--- config.mk ---
export PLATFORM = sky130hd
export DESIGN_NAME = wind_pitch_power_limit_controller_flat
export DESIGN_NICKNAME = d
export VERILOG_FILES = /design/src/hdl/wppl_pkg.sv /design/src/hdl/wppl_if.sv /design/src/hdl/wind_pitch_power_limit_controller.sv /design/src/hdl/wppl_muldiv.sv /design/src/flat_wrapper.sv
export SDC_FILE = /design/constraint.sdc
export NUM_CORES = 1
export LEC_CHECK = 0
export BUFFER_PORTS_ARGS = -buffer_cell sky130_fd_sc_hd__buf_2
export CORE_MARGIN = 5
export CORE_UTILIZATION = 55
export DETAILED_ROUTE_END_ITERATION = 10
export PLACE_DENSITY = 0.73
export SLEW_MARGIN = 25
export SYNTH_ARGS = -nofsm -noshare
export SYNTH_HDL_FRONTEND = slang
export SYNTH_SLANG_ARGS = --single-unit
--- constraint.sdc ---
create_clock -name i_clk -period 19.94 [get_ports i_clk]
set_input_delay 1.994 -clock i_clk [delete_from_list [all_inputs] [get_ports i_clk]]
set_output_delay 1.994 -clock i_clk [all_outputs]
set_load 0.005 [all_outputs]
--- src/hdl/wppl_pkg.sv ---
// Shared constants and types for the pitch / power-limit controller.
`timescale 1ns / 1ps
package wppl_pkg;
    localparam int SPD_W = 14;
    localparam int PWR_W = 20;
    localparam int ANG_W = 17;
    localparam int INT_W = 18;
    localparam int CFG_IDX_W = 3;
    localparam int CFG_DAT_W = 20;

    localparam logic [CFG_IDX_W-1:0] REG_CUT_IN   = 3'd0;
    localparam logic [CFG_IDX_W-1:0] REG_CUT_OUT  = 3'd1;
    localparam logic [CFG_IDX_W-1:0] REG_RATED_V  = 3'd2;
    localparam logic [CFG_IDX_W-1:0] REG_RATED_P  = 3'd3;
    localparam logic [CFG_IDX_W-1:0] REG_CLOSED   = 3'd4;

    localparam logic [ANG_W-1:0] PITCH_FULL = 17'd90000;
    localparam logic [ANG_W-1:0] SLEW_LIMIT = 17'd30000;
    localparam logic signed [INT_W-1:0] INTEG_LIMIT = 18'sd45000;
    localparam logic [PWR_W-1:0] STOP_THRESH = 20'd50;
    localparam logic [1:0] SETTLE_TICKS = 2'd2;
    localparam logic [6:0] HYST_NUM = 7'd97;
    localparam logic [6:0] HYST_DEN = 7'd100;

    // Operand width of the serial multiply / divide unit
    localparam int MD_W = 40;

    typedef struct packed {
        logic              run_status;
        logic [PWR_W-1:0]  avail_pwr;
        logic [ANG_W-1:0]  pitch_setpoint;
        logic [PWR_W-1:0]  estimated_power;
        logic              estimate_valid;
    } t_result;

    typedef struct packed {
        logic [SPD_W-1:0] wind_in;
        logic [PWR_W-1:0] power_setpoint;
        logic [PWR_W-1:0] power_feedback;
        logic             link_up;
    } t_request;

    typedef struct packed {
        logic            start;
        logic            is_div;
        logic [MD_W-1:0] a;
        logic [MD_W-1:0] b;
    } t_md_cmd;
endpackage

--- src/hdl/wppl_if.sv ---
// Valid/ready channel carrying one payload.
`timescale 1ns / 1ps
interface wppl_if #(parameter type T = logic) ();
    logic valid;
    logic ready;
    T     data;
    modport source (output valid, output data, input ready);
    modport sink   (input valid, input data, output ready);
endinterface

--- src/hdl/wind_pitch_power_limit_controller.sv ---
// Top level: control sequencer of the pitch / power-limit controller.
// At cut-out the decode state loads the result directly; otherwise a request runs up to six
// serial operations (ramp, feed-forward, estimate: a multiply then a divide) on the unit.
// A request is held in flight until its result is loaded in the output register, plus any wait
// of that register for the sink; a new request is taken once the result is loaded there.
// Reset (synchronous, active low): registers to defaults, stopped, pitch 90 deg.
`timescale 1ns / 1ps
module wind_pitch_power_limit_controller (
    input  logic                              i_clk,
    input  logic                              i_rst_n,
    input  logic                              i_cfg_we,
    input  logic [wppl_pkg::CFG_IDX_W-1:0]    i_cfg_idx,
    input  logic [wppl_pkg::CFG_DAT_W-1:0]    i_cfg_data,
    wppl_if.sink                              i_req,
    wppl_if.source                            o_res
);
    import wppl_pkg::*;

    localparam logic [3:0] ST_IDLE  = 4'd0;
    localparam logic [3:0] ST_DEC   = 4'd1;
    localparam logic [3:0] ST_RMUL  = 4'd2;
    localparam logic [3:0] ST_RDIV  = 4'd3;
    localparam logic [3:0] ST_PA    = 4'd4;
    localparam logic [3:0] ST_FMUL  = 4'd5;
    localparam logic [3:0] ST_FDIV  = 4'd6;
    localparam logic [3:0] ST_PITCH = 4'd7;
    localparam logic [3:0] ST_EMUL  = 4'd8;
    localparam logic [3:0] ST_EDIV  = 4'd9;
    localparam logic [3:0] ST_OUT   = 4'd10;

    logic [SPD_W-1:0] r_cut_in, r_cut_out, r_rated_v;
    logic [PWR_W-1:0] r_rated_p;
    logic             r_closed;

    logic                    r_running;
    logic signed [INT_W-1:0] r_integ;
    logic [ANG_W-1:0]        r_prev;
    logic [1:0]              r_settle;

    logic [3:0]       r_st;
    logic             r_wait;
    t_request         r_in;
    logic [PWR_W-1:0] r_pa;
    logic [ANG_W-1:0] r_ff;
    logic [ANG_W-1:0] r_pitch;
    logic             r_ovalid;
    t_result          r_work;
    t_result          r_out;

    t_md_cmd          w_cmd;
    logic             w_done;
    logic [MD_W-1:0]  w_res;

    wppl_muldiv u_md (
        .i_clk  (i_clk),
        .i_rst_n(i_rst_n),
        .i_cmd  (w_cmd),
        .o_done (w_done),
        .o_res  (w_res)
    );

    logic w_closed, w_stop_req, w_hyst_low, w_run_nx;
    logic [20:0] w_v100, w_c97;
    assign w_closed   = r_closed;
    assign w_stop_req = w_closed && (r_in.power_setpoint < STOP_THRESH);
    assign w_v100 = 21'(r_in.wind_in) * 21'(HYST_DEN);
    assign w_c97  = 21'(r_cut_in) * 21'(HYST_NUM);
    assign w_hyst_low = w_v100 < w_c97;
    always_comb begin
        if (!r_running) w_run_nx = (r_in.wind_in >= r_cut_in) && !w_stop_req;
        else            w_run_nx = !(w_hyst_low || w_stop_req);
    end

    // integrator / clamp / slew on narrow values
    logic signed [INT_W-1:0] w_integ_a;
    logic signed [INT_W+3:0] w_sum;
    logic signed [INT_W+2:0] w_u;
    logic [ANG_W-1:0]        w_pclamp, w_pitch;
    logic signed [INT_W-1:0] w_integ_b;
    logic [ANG_W:0]          w_hi;
    logic signed [ANG_W+1:0] w_lo;
    logic                    w_noreg;
    logic [1:0]              w_settle;
    assign w_noreg = (!w_closed && r_in.power_setpoint <= STOP_THRESH)
                     || (r_in.power_setpoint >= r_pa);
    always_comb begin
        w_integ_a = w_closed ? r_integ : '0;
        w_settle  = r_settle;
        w_sum     = '0;
        if (w_noreg) begin
            w_integ_a = '0;
            w_settle  = SETTLE_TICKS;
        end else if (r_settle != 2'd0) begin
            w_settle = r_settle - 1'b1;
        end else if (w_closed && r_in.link_up) begin
            w_sum = 22'(w_integ_a) + 22'($signed({1'b0, r_in.power_feedback}))
                    - 22'($signed({1'b0, r_in.power_setpoint}));
            if (w_sum > 22'(INTEG_LIMIT))       w_integ_a = INTEG_LIMIT;
            else if (w_sum < -22'(INTEG_LIMIT)) w_integ_a = -INTEG_LIMIT;
            else                                w_integ_a = w_sum[INT_W-1:0];
        end
        // r_ff is already zero when there is nothing to regulate
        w_u = 21'($signed({1'b0, r_ff})) + 21'(w_integ_a);
        w_integ_b = w_integ_a;
        if (w_u < 0) begin
            w_pclamp  = '0;
            w_integ_b = -INT_W'($signed({1'b0, r_ff}));
        end else if (w_u > 21'($signed({1'b0, PITCH_FULL}))) begin
            w_pclamp  = PITCH_FULL;
            w_integ_b = INT_W'($signed({1'b0, PITCH_FULL}))
                        - INT_W'($signed({1'b0, r_ff}));
        end else begin
            w_pclamp = w_u[ANG_W-1:0];
        end
        w_hi = {1'b0, r_prev} + {1'b0, SLEW_LIMIT};
        w_lo = $signed({2'b0, r_prev}) - $signed({2'b0, SLEW_LIMIT});
        w_pitch = w_pclamp;
        if ({1'b0, w_pclamp} > w_hi) w_pitch = w_hi[ANG_W-1:0];
        if ($signed({2'b0, w_pclamp}) < w_lo) w_pitch = w_lo[ANG_W-1:0];
    end

    logic w_pa_zero_cfg;
    assign w_pa_zero_cfg = (r_cut_out <= r_cut_in) || (r_in.wind_in < r_cut_in);

    always_comb begin
        w_cmd = '0;
        case (r_st)
            ST_RMUL: begin
                w_cmd.start = !r_wait;
                w_cmd.a = MD_W'(r_rated_p);
                w_cmd.b = MD_W'(r_in.wind_in - r_cut_in);
            end
            ST_RDIV: begin
                w_cmd.start = !r_wait; w_cmd.is_div = 1'b1;
                w_cmd.a = w_res;
                w_cmd.b = MD_W'(r_rated_v - r_cut_in);
            end
            ST_FMUL: begin
                w_cmd.start = !r_wait;
                w_cmd.a = MD_W'(PITCH_FULL);
                w_cmd.b = MD_W'(r_pa - r_in.power_setpoint);
            end
            ST_FDIV: begin
                w_cmd.start = !r_wait; w_cmd.is_div = 1'b1;
                w_cmd.a = w_res;
                w_cmd.b = MD_W'(r_pa);
            end
            ST_EMUL: begin
                w_cmd.start = !r_wait;
                w_cmd.a = MD_W'(r_pa);
                w_cmd.b = MD_W'(PITCH_FULL - r_pitch);
            end
            ST_EDIV: begin
                w_cmd.start = !r_wait; w_cmd.is_div = 1'b1;
                w_cmd.a = w_res;
                w_cmd.b = MD_W'(PITCH_FULL);
            end
            default: w_cmd = '0;
        endcase
        // operand of a division comes from the finished multiply
        if ((r_st == ST_RDIV || r_st == ST_FDIV || r_st == ST_EDIV) && r_wait)
            w_cmd.start = 1'b0;
    end

    logic w_load_out;
    assign w_load_out = (r_st == ST_OUT) && (!r_ovalid || o_res.ready);

    assign i_req.ready = (r_st == ST_IDLE);
    assign o_res.valid = r_ovalid;
    assign o_res.data  = r_out;

    always_ff @(posedge i_clk) begin
        if (!i_rst_n) begin
            r_cut_in  <= 14'd300;
            r_cut_out <= 14'd2500;
            r_rated_v <= 14'd1200;
            r_rated_p <= 20'd10000;
            r_closed  <= 1'b1;
            r_running <= 1'b0;
            r_integ   <= '0;
            r_prev    <= PITCH_FULL;
            r_settle  <= SETTLE_TICKS;
            r_st      <= ST_IDLE;
            r_wait    <= 1'b0;
            r_ovalid  <= 1'b0;
        end else begin
            if (i_cfg_we) begin
                case (i_cfg_idx)
                    REG_CUT_IN:  r_cut_in  <= i_cfg_data[SPD_W-1:0];
                    REG_CUT_OUT: r_cut_out <= i_cfg_data[SPD_W-1:0];
                    REG_RATED_V: r_rated_v <= i_cfg_data[SPD_W-1:0];
                    REG_RATED_P: r_rated_p <= i_cfg_data;
                    REG_CLOSED:  r_closed  <= i_cfg_data[0];
                    default: ;
                endcase
            end
            if (w_load_out) begin
                r_ovalid <= 1'b1;
            end else if (o_res.ready) begin
                r_ovalid <= 1'b0;
            end
            case (r_st)
                ST_IDLE: begin
                    if (i_req.valid) begin
                        r_in <= i_req.data;
                        r_st <= ST_DEC;
                    end
                end
                ST_DEC: begin
                    r_wait <= 1'b0;
                    if (r_in.wind_in >= r_cut_out) begin
                        r_running <= 1'b0;
                        r_integ   <= '0;
                        r_prev    <= PITCH_FULL;
                        r_work    <= '{1'b0, '0, PITCH_FULL, '0, !r_closed};
                        r_st      <= ST_OUT;
                    end else begin
                        r_running <= w_run_nx;
                        if (w_pa_zero_cfg) begin
                            r_pa <= '0; r_st <= ST_PA;
                        end else if (r_in.wind_in >= r_rated_v || r_rated_v <= r_cut_in) begin
                            r_pa <= r_rated_p; r_st <= ST_PA;
                        end else begin
                            r_st <= ST_RMUL;
                        end
                    end
                end
                ST_RMUL, ST_FMUL, ST_EMUL: begin
                    if (!r_wait) r_wait <= 1'b1;
                    else if (w_done) begin
                        r_wait <= 1'b0;
                        r_st   <= r_st + 1'b1;
                    end
                end
                ST_RDIV, ST_FDIV, ST_EDIV: begin
                    if (!r_wait) r_wait <= 1'b1;
                    else if (w_done) begin
                        r_wait <= 1'b0;
                        if (r_st == ST_RDIV) begin
                            r_pa <= w_res[PWR_W-1:0]; r_st <= ST_PA;
                        end else if (r_st == ST_FDIV) begin
                            r_ff <= w_res[ANG_W-1:0]; r_st <= ST_PITCH;
                        end else begin
                            r_work.estimated_power <= (w_res > MD_W'(r_rated_p))
                                ? r_rated_p : w_res[PWR_W-1:0];
                            r_st <= ST_OUT;
                        end
                    end
                end
                ST_PA: begin
                    if (!r_running || r_pa == '0) begin
                        r_integ  <= '0;
                        r_prev   <= PITCH_FULL;
                        r_settle <= SETTLE_TICKS;
                        r_work   <= '{r_running, r_pa, PITCH_FULL, '0, !r_closed};
                        r_st     <= ST_OUT;
                    end else if (w_noreg) begin
                        r_ff <= '0;
                        r_st <= ST_PITCH;
                    end else begin
                        r_st <= ST_FMUL;
                    end
                end
                ST_PITCH: begin
                    r_integ  <= w_integ_b;
                    r_settle <= w_settle;
                    r_prev   <= w_pitch;
                    r_pitch  <= w_pitch;
                    r_work   <= '{r_running, r_pa, w_pitch, '0, !r_closed};
                    r_st     <= r_closed ? ST_OUT : ST_EMUL;
                end
                ST_OUT: begin
                    if (w_load_out) begin
                        r_out <= r_work;
                        r_st  <= ST_IDLE;
                    end
                end
                default: r_st <= ST_IDLE;
            endcase
        end
    end
endmodule

--- src/hdl/wppl_muldiv.sv ---
// Bit-serial shift-add multiplier and restoring divider, one bit per cycle.
`timescale 1ns / 1ps
module wppl_muldiv (
    input  logic               i_clk,
    input  logic               i_rst_n,
    input  wppl_pkg::t_md_cmd  i_cmd,
    output logic               o_done,
    output logic [wppl_pkg::MD_W-1:0] o_res
);
    import wppl_pkg::*;

    localparam int CNT_W = $clog2(MD_W + 1);

    logic              r_busy, n_busy;
    logic              r_div, n_div;
    logic [CNT_W-1:0]  r_cnt, n_cnt;
    logic [MD_W-1:0]   r_a, n_a;
    logic [MD_W-1:0]   r_b, n_b;
    logic [MD_W-1:0]   r_acc, n_acc;
    logic              r_done, n_done;
    logic [MD_W:0]     w_rem;
    logic [MD_W:0]     w_sub;

    assign w_rem = {r_acc, r_a[MD_W-1]};
    assign w_sub = w_rem - {1'b0, r_b};

    always_comb begin
        n_busy = r_busy;
        n_div  = r_div;
        n_cnt  = r_cnt;
        n_a    = r_a;
        n_b    = r_b;
        n_acc  = r_acc;
        n_done = 1'b0;
        if (i_cmd.start) begin
            n_busy = 1'b1;
            n_div  = i_cmd.is_div;
            n_cnt  = CNT_W'(MD_W);
            n_a    = i_cmd.a;
            n_b    = i_cmd.b;
            n_acc  = '0;
        end else if (r_busy) begin
            if (r_div) begin
                // quotient bits shift into r_a, remainder in r_acc
                if (!w_sub[MD_W]) begin
                    n_acc = w_sub[MD_W-1:0];
                    n_a   = {r_a[MD_W-2:0], 1'b1};
                end else begin
                    n_acc = w_rem[MD_W-1:0];
                    n_a   = {r_a[MD_W-2:0], 1'b0};
                end
            end else begin
                n_acc = {r_acc[MD_W-2:0], 1'b0} + (r_a[MD_W-1] ? r_b : '0);
                n_a   = {r_a[MD_W-2:0], 1'b0};
            end
            n_cnt = r_cnt - 1'b1;
            if (r_cnt == CNT_W'(1)) begin
                n_busy = 1'b0;
                n_done = 1'b1;
            end
        end
    end

    always_ff @(posedge i_clk) begin
        if (!i_rst_n) begin
            r_busy <= 1'b0;
            r_done <= 1'b0;
            r_cnt  <= '0;
        end else begin
            r_busy <= n_busy;
            r_done <= n_done;
            r_cnt  <= n_cnt;
        end
        r_div <= n_div;
        r_a   <= n_a;
        r_b   <= n_b;
        r_acc <= n_acc;
    end

    assign o_done = r_done;
    assign o_res  = r_div ? r_a : r_acc;
endmodule
--- src/flat_wrapper.sv ---
// flat-port wrapper written by rule: the top's interface ports become plain ports
module wind_pitch_power_limit_controller_flat import wppl_pkg::*;
  (i_clk, i_rst_n, i_cfg_we, i_cfg_idx, i_cfg_data, i_req_valid, i_req_data, i_req_ready, o_res_valid, o_res_data, o_res_ready);
  wppl_if i_req_i ();
  wppl_if o_res_i ();
  input  logic i_clk;
  input  logic i_rst_n;
  input  logic i_cfg_we;
  input  logic [wppl_pkg::CFG_IDX_W-1:0] i_cfg_idx;
  input  logic [wppl_pkg::CFG_DAT_W-1:0] i_cfg_data;
  input wire logic [$bits(i_req_i.valid)-1:0] i_req_valid;
  input wire logic [$bits(i_req_i.data)-1:0] i_req_data;
  output wire logic [$bits(i_req_i.ready)-1:0] i_req_ready;
  output wire logic [$bits(o_res_i.valid)-1:0] o_res_valid;
  output wire logic [$bits(o_res_i.data)-1:0] o_res_data;
  input wire logic [$bits(o_res_i.ready)-1:0] o_res_ready;
  assign i_req_i.valid = i_req_valid;
  assign i_req_i.data = i_req_data;
  assign i_req_ready = i_req_i.ready;
  assign o_res_valid = o_res_i.valid;
  assign o_res_data = o_res_i.data;
  assign o_res_i.ready = o_res_ready;
  wind_pitch_power_limit_controller u_core (.i_clk(i_clk), .i_rst_n(i_rst_n), .i_cfg_we(i_cfg_we), .i_cfg_idx(i_cfg_idx), .i_cfg_data(i_cfg_data), .i_req(i_req_i), .o_res(o_res_i));
endmodule
# Word level (Yosys, flattened, before mapping)
# Index checks and enable logic that the tools add are counted.
# totals
input_bits,29
elab_cells,213
output_inout_bits,3
register_bits,293
# classes
reduce_logical,47
order_cmp,14
n_bitwise,2
multipliers,1
n_mux,79
n_eq_ne,31
add_sub_neg,13
# op_table
op,count
80-bit case mux with 6 select lines,1
40-bit two-way mux,6
17-bit two-way mux,12
18-bit two-way mux,10
20-bit two-way mux,6
18-bit case mux with 3 select lines,1
17-bit case mux with 3 select lines,1
4-bit two-way mux,11
"1-bit by 14-bit greater-or-equal comparator with 1-bit output, first input constant",3
41-bit by 40-bit subtractor with 41-bit output,1
40-bit adder,1
20-bit case mux with 2 select lines,1
"17-bit by 17-bit subtractor with 18-bit output, first input constant",2
17-bit case mux with 2 select lines,1
14-bit <= comparator,2
4-bit case mux with 7 select lines,1
"1-bit by 21-bit < comparator with 1-bit output, first input constant",1
"14-bit by 7-bit multiplier with 21-bit output, second input constant",1
"1-bit by 20-bit greater-or-equal comparator with 1-bit output, first input constant",1
20-bit zero test,1
18-bit by 18-bit adder with 19-bit output,1
"19-bit by 18-bit > comparator with 1-bit output, second input constant",1
18-bit by 19-bit < comparator with 1-bit output,1
"19-bit by 1-bit < comparator with 1-bit output, second input constant",1
47 further kinds,119

# Depth between registers and ports, before layout
# Gate-level depths: netlist (run 1).
# logic_depth
depth_word,15
ltp_mapped,36
mapped_depth_nobuf,32

# Cells and area by module
# Synthesis (run 1) repeated with hierarchy kept, for this count alone.
# hier_totals
hier_cells,2920
area_unflattened_um2,24501.0
# by_module_without_submodules
module,instances,area_per_inst_um2,cells_each,seq_area_each_um2
wind_pitch_power_limit_controller,1,13909.6,1721,3853.7
wppl_muldiv,1,10591.4,1199,3393.3

# Worst setup path after synthesis (run 1)
# OpenSTA, ideal clock, no wires.
# synth_path
kind,register -> register
from,register u_core.r_settle[0]
to,register u_core.r_pitch[8] (data pin)
setup_slack_ns,13.039
synth_period_minus_slack_ns,6.901
path_buffers,4
setup_ns,0.269
t_arrival_ns,6.631
stages_incl_launch_ff,35
cell_sequence,dfxtp_1 inv_1 ha_1 and4b_1 o21ai_0 clkbuf_1 nand2b_1 a21oi_1 and2_1 ha_1 a211o_1 a21oi_1 a21oi_2 a2111oi_2 a311oi_1 or4b_4 o311ai_4 a31oi_4 nand2_1 buf_4 nor2_1 ha_1 and3_1 o21ai_0 a21boi_0 o21a_1 o21a_1 o21ai_0 a211oi_1 or2_2 clkbuf_1 clkbuf_1 o21ai_0 a21oi_1 a21oi_1
# synth_between
elab_chain_len,10
# synth_lines
element,line_no,rtl
start: declaration,wind_pitch_power_limit_controller.sv:38,logic [1:0] r_settle;
start signal: assignment,wind_pitch_power_limit_controller.sv:266,r_settle <= w_settle;
2-bit nonzero test *,wind_pitch_power_limit_controller.sv:93,end else if (r_settle != 2'd0) begin
18-bit two-way mux *,wind_pitch_power_limit_controller.sv:93,
18-bit two-way mux *,wind_pitch_power_limit_controller.sv:90,if (w_noreg) begin
18-bit by 18-bit adder with 19-bit output *,wind_pitch_power_limit_controller.sv:103,"w_u = 21'($signed({1'b0, r_ff})) + 21'(w_integ_a);"
19-bit by 18-bit > comparator with 1-bit output,wind_pitch_power_limit_controller.sv:108,"end else if (w_u > 21'($signed({1'b0, PITCH_FULL}))) begin"
17-bit two-way mux,wind_pitch_power_limit_controller.sv:108,
17-bit two-way mux *,wind_pitch_power_limit_controller.sv:105,if (w_u < 0) begin
17-bit by 18-bit > comparator with 1-bit output,wind_pitch_power_limit_controller.sv:118,"if ({1'b0, w_pclamp} > w_hi) w_pitch = w_hi[ANG_W-1:0];"
17-bit two-way mux,wind_pitch_power_limit_controller.sv:118,
17-bit two-way mux *,wind_pitch_power_limit_controller.sv:119,"if ($signed({2'b0, w_pclamp}) < w_lo) w_pitch = w_lo[ANG_W-1:0];"
named net u_core.w_pitch[8],wind_pitch_power_limit_controller.sv:78,"logic [ANG_W-1:0] w_pclamp, w_pitch;"
end signal: assignment,wind_pitch_power_limit_controller.sv:268,r_pitch <= w_pitch;
end: declaration,wind_pitch_power_limit_controller.sv:45,logic [ANG_W-1:0] r_pitch;
# Mark *: on every way through the listed nets, which the timed path passes. The rest lies on a longest branch.
# A chain may end at the register's enable or synchronous reset.

# Final worst setup path (run 1)
# layout_path
from,register u_core.r_pa[19]
to,register u_core.r_prev[3]
# layout_between
elab_chain_len,11
# layout_lines
element,line_no,rtl
start: declaration,wind_pitch_power_limit_controller.sv:43,logic [PWR_W-1:0] r_pa;
start signal: assignment,wind_pitch_power_limit_controller.sv:220,r_pa <= '0; r_st <= ST_PA;
start signal: assignment,wind_pitch_power_limit_controller.sv:222,r_pa <= r_rated_p; r_st <= ST_PA;
start signal: assignment,wind_pitch_power_limit_controller.sv:240,r_pa <= w_res[PWR_W-1:0]; r_st <= ST_PA;
1-bit by 20-bit greater-or-equal comparator with 1-bit output,wind_pitch_power_limit_controller.sv:85,|| (r_in.power_setpoint >= r_pa);
1-bit logical OR,wind_pitch_power_limit_controller.sv:85,
18-bit two-way mux,wind_pitch_power_limit_controller.sv:90,
18-bit by 18-bit adder with 19-bit output,wind_pitch_power_limit_controller.sv:103,
19-bit by 18-bit > comparator with 1-bit output,wind_pitch_power_limit_controller.sv:108,
17-bit two-way mux,wind_pitch_power_limit_controller.sv:108,
17-bit two-way mux,wind_pitch_power_limit_controller.sv:105,
17-bit by 18-bit > comparator with 1-bit output,wind_pitch_power_limit_controller.sv:118,
17-bit two-way mux,wind_pitch_power_limit_controller.sv:118,
17-bit two-way mux,wind_pitch_power_limit_controller.sv:119,
17-bit case mux with 3 select lines,wind_pitch_power_limit_controller.sv:202,case (r_st)
end signal: assignment,wind_pitch_power_limit_controller.sv:267,r_prev <= w_pitch;
end: declaration,wind_pitch_power_limit_controller.sv:37,logic [ANG_W-1:0] r_prev;
# Several ways; a longest one is shown, not always the timed one.

==> flow_summary_export.csv, run 1 <==
group,metric,value,unit
setup_path,path_class,"flip-flop to flip-flop",
setup_path,worst_ep_required_time,20.38,ns
clocking,cts_root_buf,"clkbuf_16",
routing,ant_nets,0,
floorplan,dieArea,45700,sq um
synthesis,synth_xor_area_share,5.87,%
setup_path,critPathMaxStageDelay,0.54,ns
timing,fin_crit_sh,44.7,%
clocking,post_cts_buffers,0,
global_routing,grt_pass1_wl,109000,microns
synthesis,synth_seq_cells,274,
setup_path,worst_path_most_repeated_cell,"o21ai_0",
global_routing,track_usage,29.6,%
final_layout,most-common-layout-cells,"nand2_1, a21oi_1, ha_1",
synthesis,synth_top_area_share,15.7,%
clocking,post_cts_resized,0,
min_path,min_path_type,"flip-flop to flip-flop",
setup_path,cp.buffers_inverters,3,
clocking,cts-buffers-inserted,34,
clocking,cts_tree,"done",
floorplan,rows,74,
routing,wl_met2,32300,microns
synthesis,seq_area_frac_synth,29.2,%
min_path,holdPathStages,0,
placement,pre_cts_slack,11.19,ns
global_routing,gr-total-overflow,0,
timing,setup_ws,11.02,ns
synthesis,synth_mux_area_share,3.26,%
synthesis,yosys.area_share.simple,18.1,%
floorplan,coreArea,40900,sq um
placement,port_buffers,31,
routing,drc_errors,0,
timing,fmax,112,MHz
routing,wl_met3,4720,microns
synthesis,yosysWarnings,0,
synthesis,async_flop_share,0,%
clocking,clockBufferDepth,3,
routing,wl_met1,29500,microns
clocking,clk_pin_slew_worst_paths,0.06,ns
setup_path,cp.depth,33,
synthesis,synth.avg_cell_area,8.26,sq um
timing,finalMaxSlewViolations,0,
floorplan,die_w,214,microns
final_layout,area_growth,7.14,%
setup_path,path_delay_family,"compound AO/OA/AOI/OAI gates",
timing,tightestPinTransition,1.09,ns
timing,rsz0062_at_grt,"false",
synthesis,yosysTopAreaCell,"edfxtp_1",
synthesis,netlist_area,22800,sq um
timing,post-route-min-period,8.92,ns
timing,setup_violations,0,
power_and_ir_drop,p_per_area,138,nW/um^2
synthesis,ys_types,94,
final_layout,multi_input_area,15100,sq um
routing,viasPerCell,6.47,
final_layout,layout_commonest_cell,"nand2_1",
timing,max-slew-margin-rel,27.2,%
timing,hold_viol,0,
run,drv_cap,0,
setup_path,r2r_cells,33,
final_layout,nFillCells,3666,
power_and_ir_drop,peakVddDrop,103,uV
synthesis,postSynthCellCount,2765,
routing,initialDrtViolationCount,1851,
final_layout,final_nets,2991,
routing,vias,21200,
synthesis,synth_compound_area_share,24.9,%
routing,highest_layer,"met4",
floorplan,start_util,55.8,%
routing,dr.pass1.iters,6,
run_status,outcome,"finished, final reports clean",
placement,place_congestion,0.998,
timing,setup_tns,0,ns
synthesis,synth_edf_count,119,
synthesis,synth_nets,3042,
timing,skew,0.0300,ns
final_layout,seqCellArea,6680,sq um
power_and_ir_drop,power_leakage,0.0104,uW
global_routing,grt_antenna_before_repair,0,
synthesis,synth_top_family_by_area,"compound AO/OA/AOI/OAI gates",
setup_path,cp_max_fo,35,
final_layout,num_antenna_cells,0,
setup_path,endpoint_kind,"flip-flop",
global_routing,grt_pass1_vias,20000,
routing,wl,69200,microns
floorplan,die-height,214,microns
global_routing,grt_max_degree,69,
final_layout,drive_gt1_share,6.32,%
floorplan,io_pins,32,
clocking,clk_latency,0.54,ns
setup_path,crit_slowest_cell,"a211o_1",
setup_path,crit_path_start_kind,"flip-flop",
clocking,holdBufCountCts,0,
synthesis,synth_area_leaders,"edfxtp_1, dfxtp_1, ha_1",
clocking,htreeDepth,2,
final_layout,utilization,59.8,%
clocking,clock_sinks,274,
placement,hpwlAfterDp,51400,microns
synthesis,post_synth_fa_ha_maj_area_fraction,14.0,%
setup_path,cp.arrival,9.36,ns
synthesis,synth_top_flop_cell,"dfxtp_1",
routing,wl_per_cell,21.2,microns
==> cell type report <==
type	count	share of cell area, %
Tap cell	532	2.72
Multi-Input combinational cell	2216	61.9
Clock buffer	47	4.06
Clock inverter	14	0.650
Sequential cell	274	27.3
Inverter	135	2.07
Timing Repair Buffer	53	1.31
==> cell usage after synthesis (62+ instances only) <==
cell type  number
a21o_1         89
a21oi_1       239
clkbuf_1      123
dfxtp_1       155
edfxtp_1      119
ha_1          238
inv_1         134
mux2i_1        62
nand2_1       334
nand3_1        67
nor2_1        230
o21ai_0       148
xnor2_1       103
==> power by group <==
part           switching [uW]  internal, uW  total [uW]
logic                    1120           685        1810
clock network             255           389         644
registers                 134           781         915
total                    1510          1860        3370
==> flip-flops by register name, summed over array words and instances (netlist names), 2 cells and up <==
name               cells
u_core.u_md.r_a       40
u_core.r_prev         17
u_core.u_md.r_b       21
u_core.r_pa           20
u_core.r_cut_out      14
u_core.r_integ        18
u_core.r_st            4
u_core.r_cut_in       14
u_core.u_md.r_acc     40
u_core.r_ff           17
u_core.r_settle        2
u_core.r_rated_p      20
u_core.r_rated_v      14
u_core.r_pitch        17
u_core.u_md.r_cnt      6
==> through the flow <==
step | hold slack, ns | total power, uW | area (sq um) | std cells
floorplan | 0.400 | 2240 | 22800 | 2765
global placement | 0.404 | 2650 | 23300 | 3210
detailed placement | 0.407 | 2690 | 23300 | 3210
CTS | 0.403 | 3340 | 24400 | 3271
global route | 0.414 | 3590 | 24500 | 3271
finish | 0.408 | 3370 | 24500 | 3271
==> final timing paths <==
check	startpoint	to	slack [ns]
min	u_core.r_work[0]	u_core.o_res.data	0.41
max	u_core.r_pa[19]	u_core.r_prev[3]	11.02
min reg2reg	u_core.r_work[0]	u_core.o_res.data	0.41
max reg2reg	u_core.r_pa[19]	u_core.r_prev[3]	11.02
==> per-layer routing <==
metal,global-route usage [%],up-vias
met3,3.77,163
met4,11.4,0
li1,-,10100
met1,39.6,10100
met2,49.1,873
met5,0,-
==> logic make-up after synthesis <==
family	Yosys count
compound gates	840
buf+inv	275
fa+ha+maj	250
simple gates	900
mux	73
xor+xnor	153
flops	274
==> worst reg2reg max path, delay by kind of cell, from the launching register on <==
family / cells / cell delay [ns]
adders and majority gates: 4 / 1.13
buffers and inverters: 3 / 0.70
and+or+nand+nor: 9 / 2.52
DFF: 1 / 0.42
AOI/OAI and AO/OA: 17 / 4.07
Note: power is estimated with default switching activity, not from simulation.
==> run 2: changes to the inputs <==
clock period = 8.5 ns   (was 19.94 ns; I/O delays follow)
==> flow_summary_export.csv, run 2 (synthesis gave the netlist of run 1 again) <==
group,metric,value,unit
power_and_ir_drop,peakVddDrop,244,uV
placement,port_buffers,31,
final_layout,top_regs,"u_core.u_md.r_a: 40 flops, u_core.u_md.r_acc: 40 flops, u_core.u_md.r_b: 21 flops",
setup_path,timing.rr.end,"u_core.r_pitch[2]",
routing,viasPerCell,6.50,
clocking,clk_pin_slew_worst_paths,0.07,ns
clocking,holdBufCountCts,0,
final_layout,multi_input_area,15100,sq um
placement,hpwlAfterDp,52100,microns
final_layout,layout_commonest_cell,"nand2_1",
clocking,htreeDepth,1,
timing,rsz0062_at_grt,"false",
clocking,post_cts_buffers,0,
floorplan,die-height,214,microns
final_layout,area_growth,6.58,%
routing,dr.pass1.iters,5,
global_routing,grt_max_degree,59,
final_layout,most-common-layout-cells,"nand2_1, a21oi_1, ha_1",
global_routing,track_usage,30.0,%
clocking,cts_root_buf,"clkbuf_16",
timing,tightestPinTransition,1.09,ns
floorplan,io_pins,32,
final_layout,final_nets,2993,
setup_path,worst_ep_required_time,8.87,ns
placement,place_congestion,1.00,
global_routing,met1_usage,39.6,%
final_layout,num_antenna_cells,0,
routing,initialDrtViolationCount,2096,
clocking,cts-buffers-inserted,31,
timing,hold_ws,0.426,ns
final_layout,seqCellArea,6680,sq um
global_routing,grt_antenna_before_repair,0,
timing,setup_violations,0,
clocking,clock_sinks,274,
min_path,holdPathStages,0,
routing,ant_nets,0,
timing,setup_tns,0,ns
floorplan,coreArea,40900,sq um
min_path,min_path_type,"flip-flop to flip-flop",
clocking,clk_latency,0.62,ns
final_layout,nFillCells,3650,
floorplan,start_util,55.8,%
clocking,clockBufferDepth,3,
timing,max-slew-margin-rel,26.3,%
setup_path,endpoint_kind,"flip-flop",
global_routing,grt-busiest-layer,"met2",
setup_path,r2r_cells,33,
setup_path,worst_path_most_repeated_cell,"o21ai_0",
global_routing,grt_pass1_wl,111000,microns
setup_path,regToRegSetupSlack,0.71,ns
placement,pre_cts_slack,0.461,ns
floorplan,die_w,214,microns
placement,postPlaceCellArea,23300,sq um
timing,finalMaxSlewViolations,0,
power_and_ir_drop,p_per_area,319,nW/um^2
global_routing,use_met2,50.3,%
min_path,min_to,"u_core.o_res.data",
clocking,post_cts_resized,0,
timing,setup_ws,0.707,ns
setup_path,cp.arrival,8.16,ns
run_status,outcome,"finished, final reports clean",
floorplan,rows,74,
timing,fin_crit_sh,91.7,%
power_and_ir_drop,power_leakage,0.0104,uW
global_routing,gr-total-overflow,0,
clocking,cts_tree,"done",
setup_path,r2r-start,"u_core.r_closed",
timing,hold_viol,0,
min_path,holdCritStartpoint,"u_core.r_work[0]",
floorplan,dieArea,45700,sq um
timing,post-route-min-period,7.79,ns
setup_path,critPathMaxStageDelay,0.59,ns
run,drv_cap,0,
routing,wl_per_cell,21.4,microns
final_layout,drive_gt1_share,6.35,%
timing,fmax,128,MHz
routing,drc_errors,0,
routing,vias,21300,
global_routing,grt_pass1_vias,20400,
global_routing,met3_usage,3.86,%
setup_path,path_class,"flip-flop to flip-flop",
setup_path,cp_max_fo,34,
final_layout,utilization,59.5,%
routing,wl,69900,microns
final_layout,fin_area,24300,sq um
setup_path,crit_slowest_cell,"dfxtp_1",
setup_path,crit_path_start_kind,"flip-flop",
timing,skew,0.0451,ns
## run 2: worst max path at each step
| stage | cells after the start | to | start |
|---|---|---|---|
| floorplan | 34 | u_core.r_pitch[8] | u_core.r_settle[0] |
| global placement | 32 | u_core.r_prev[1] | u_core.r_pa[4] |
| detailed placement | 32 | u_core.r_prev[1] | u_core.r_pa[4] |
| CTS | 32 | u_core.r_prev[1] | u_core.r_pa[4] |
| global route | 32 | u_core.r_prev[1] | u_core.r_pa[4] |
| finish | 33 | u_core.r_pitch[2] | u_core.r_closed |
## run 2: layer usage
layer  up-vias  share of wire (%)
met2       881                 46
met3       169                6.9
met5         -                  0
met4         0                4.5
li1      10100                  -
met1     10100                 42
## run 2: cell type report
cell class	instances	area share [%]
multi-input combinational	2216	62.2
inverter	135	2.08
clock buffer	37	3.32
tap	532	2.74
sequential	274	27.4
clock inverter	21	0.741
timing repair buffer	58	1.47
## run 2: worst max-delay path, delay by kind of cell, from the launching register on
kind / cells / cell delay [ns]
buffers and inverters: 5 / 1.11
muxes: 1 / 0.35
and+or+nand+nor: 8 / 1.33
AOI/OAI and AO/OA: 16 / 3.55
adders and majority gates: 3 / 0.60
DFF: 1 / 0.59
## run 2: power by group
group | switching [uW] | internal, uW
logic | 2660 | 1620
clock network | 604 | 743
registers | 311 | 1830
total | 3570 | 4190
## run 2: through the flow
| stage | instances | power (uW) |
|---|---|---|
| 2_1_floorplan | 2765 | 5260 |
| 3_3_place_gp | 3215 | 6230 |
| 3_5_place_dp | 3215 | 6320 |
| 4_1_cts | 3273 | 7690 |
| 5_1_grt | 3273 | 8280 |
| 6_report | 3273 | 7760 |
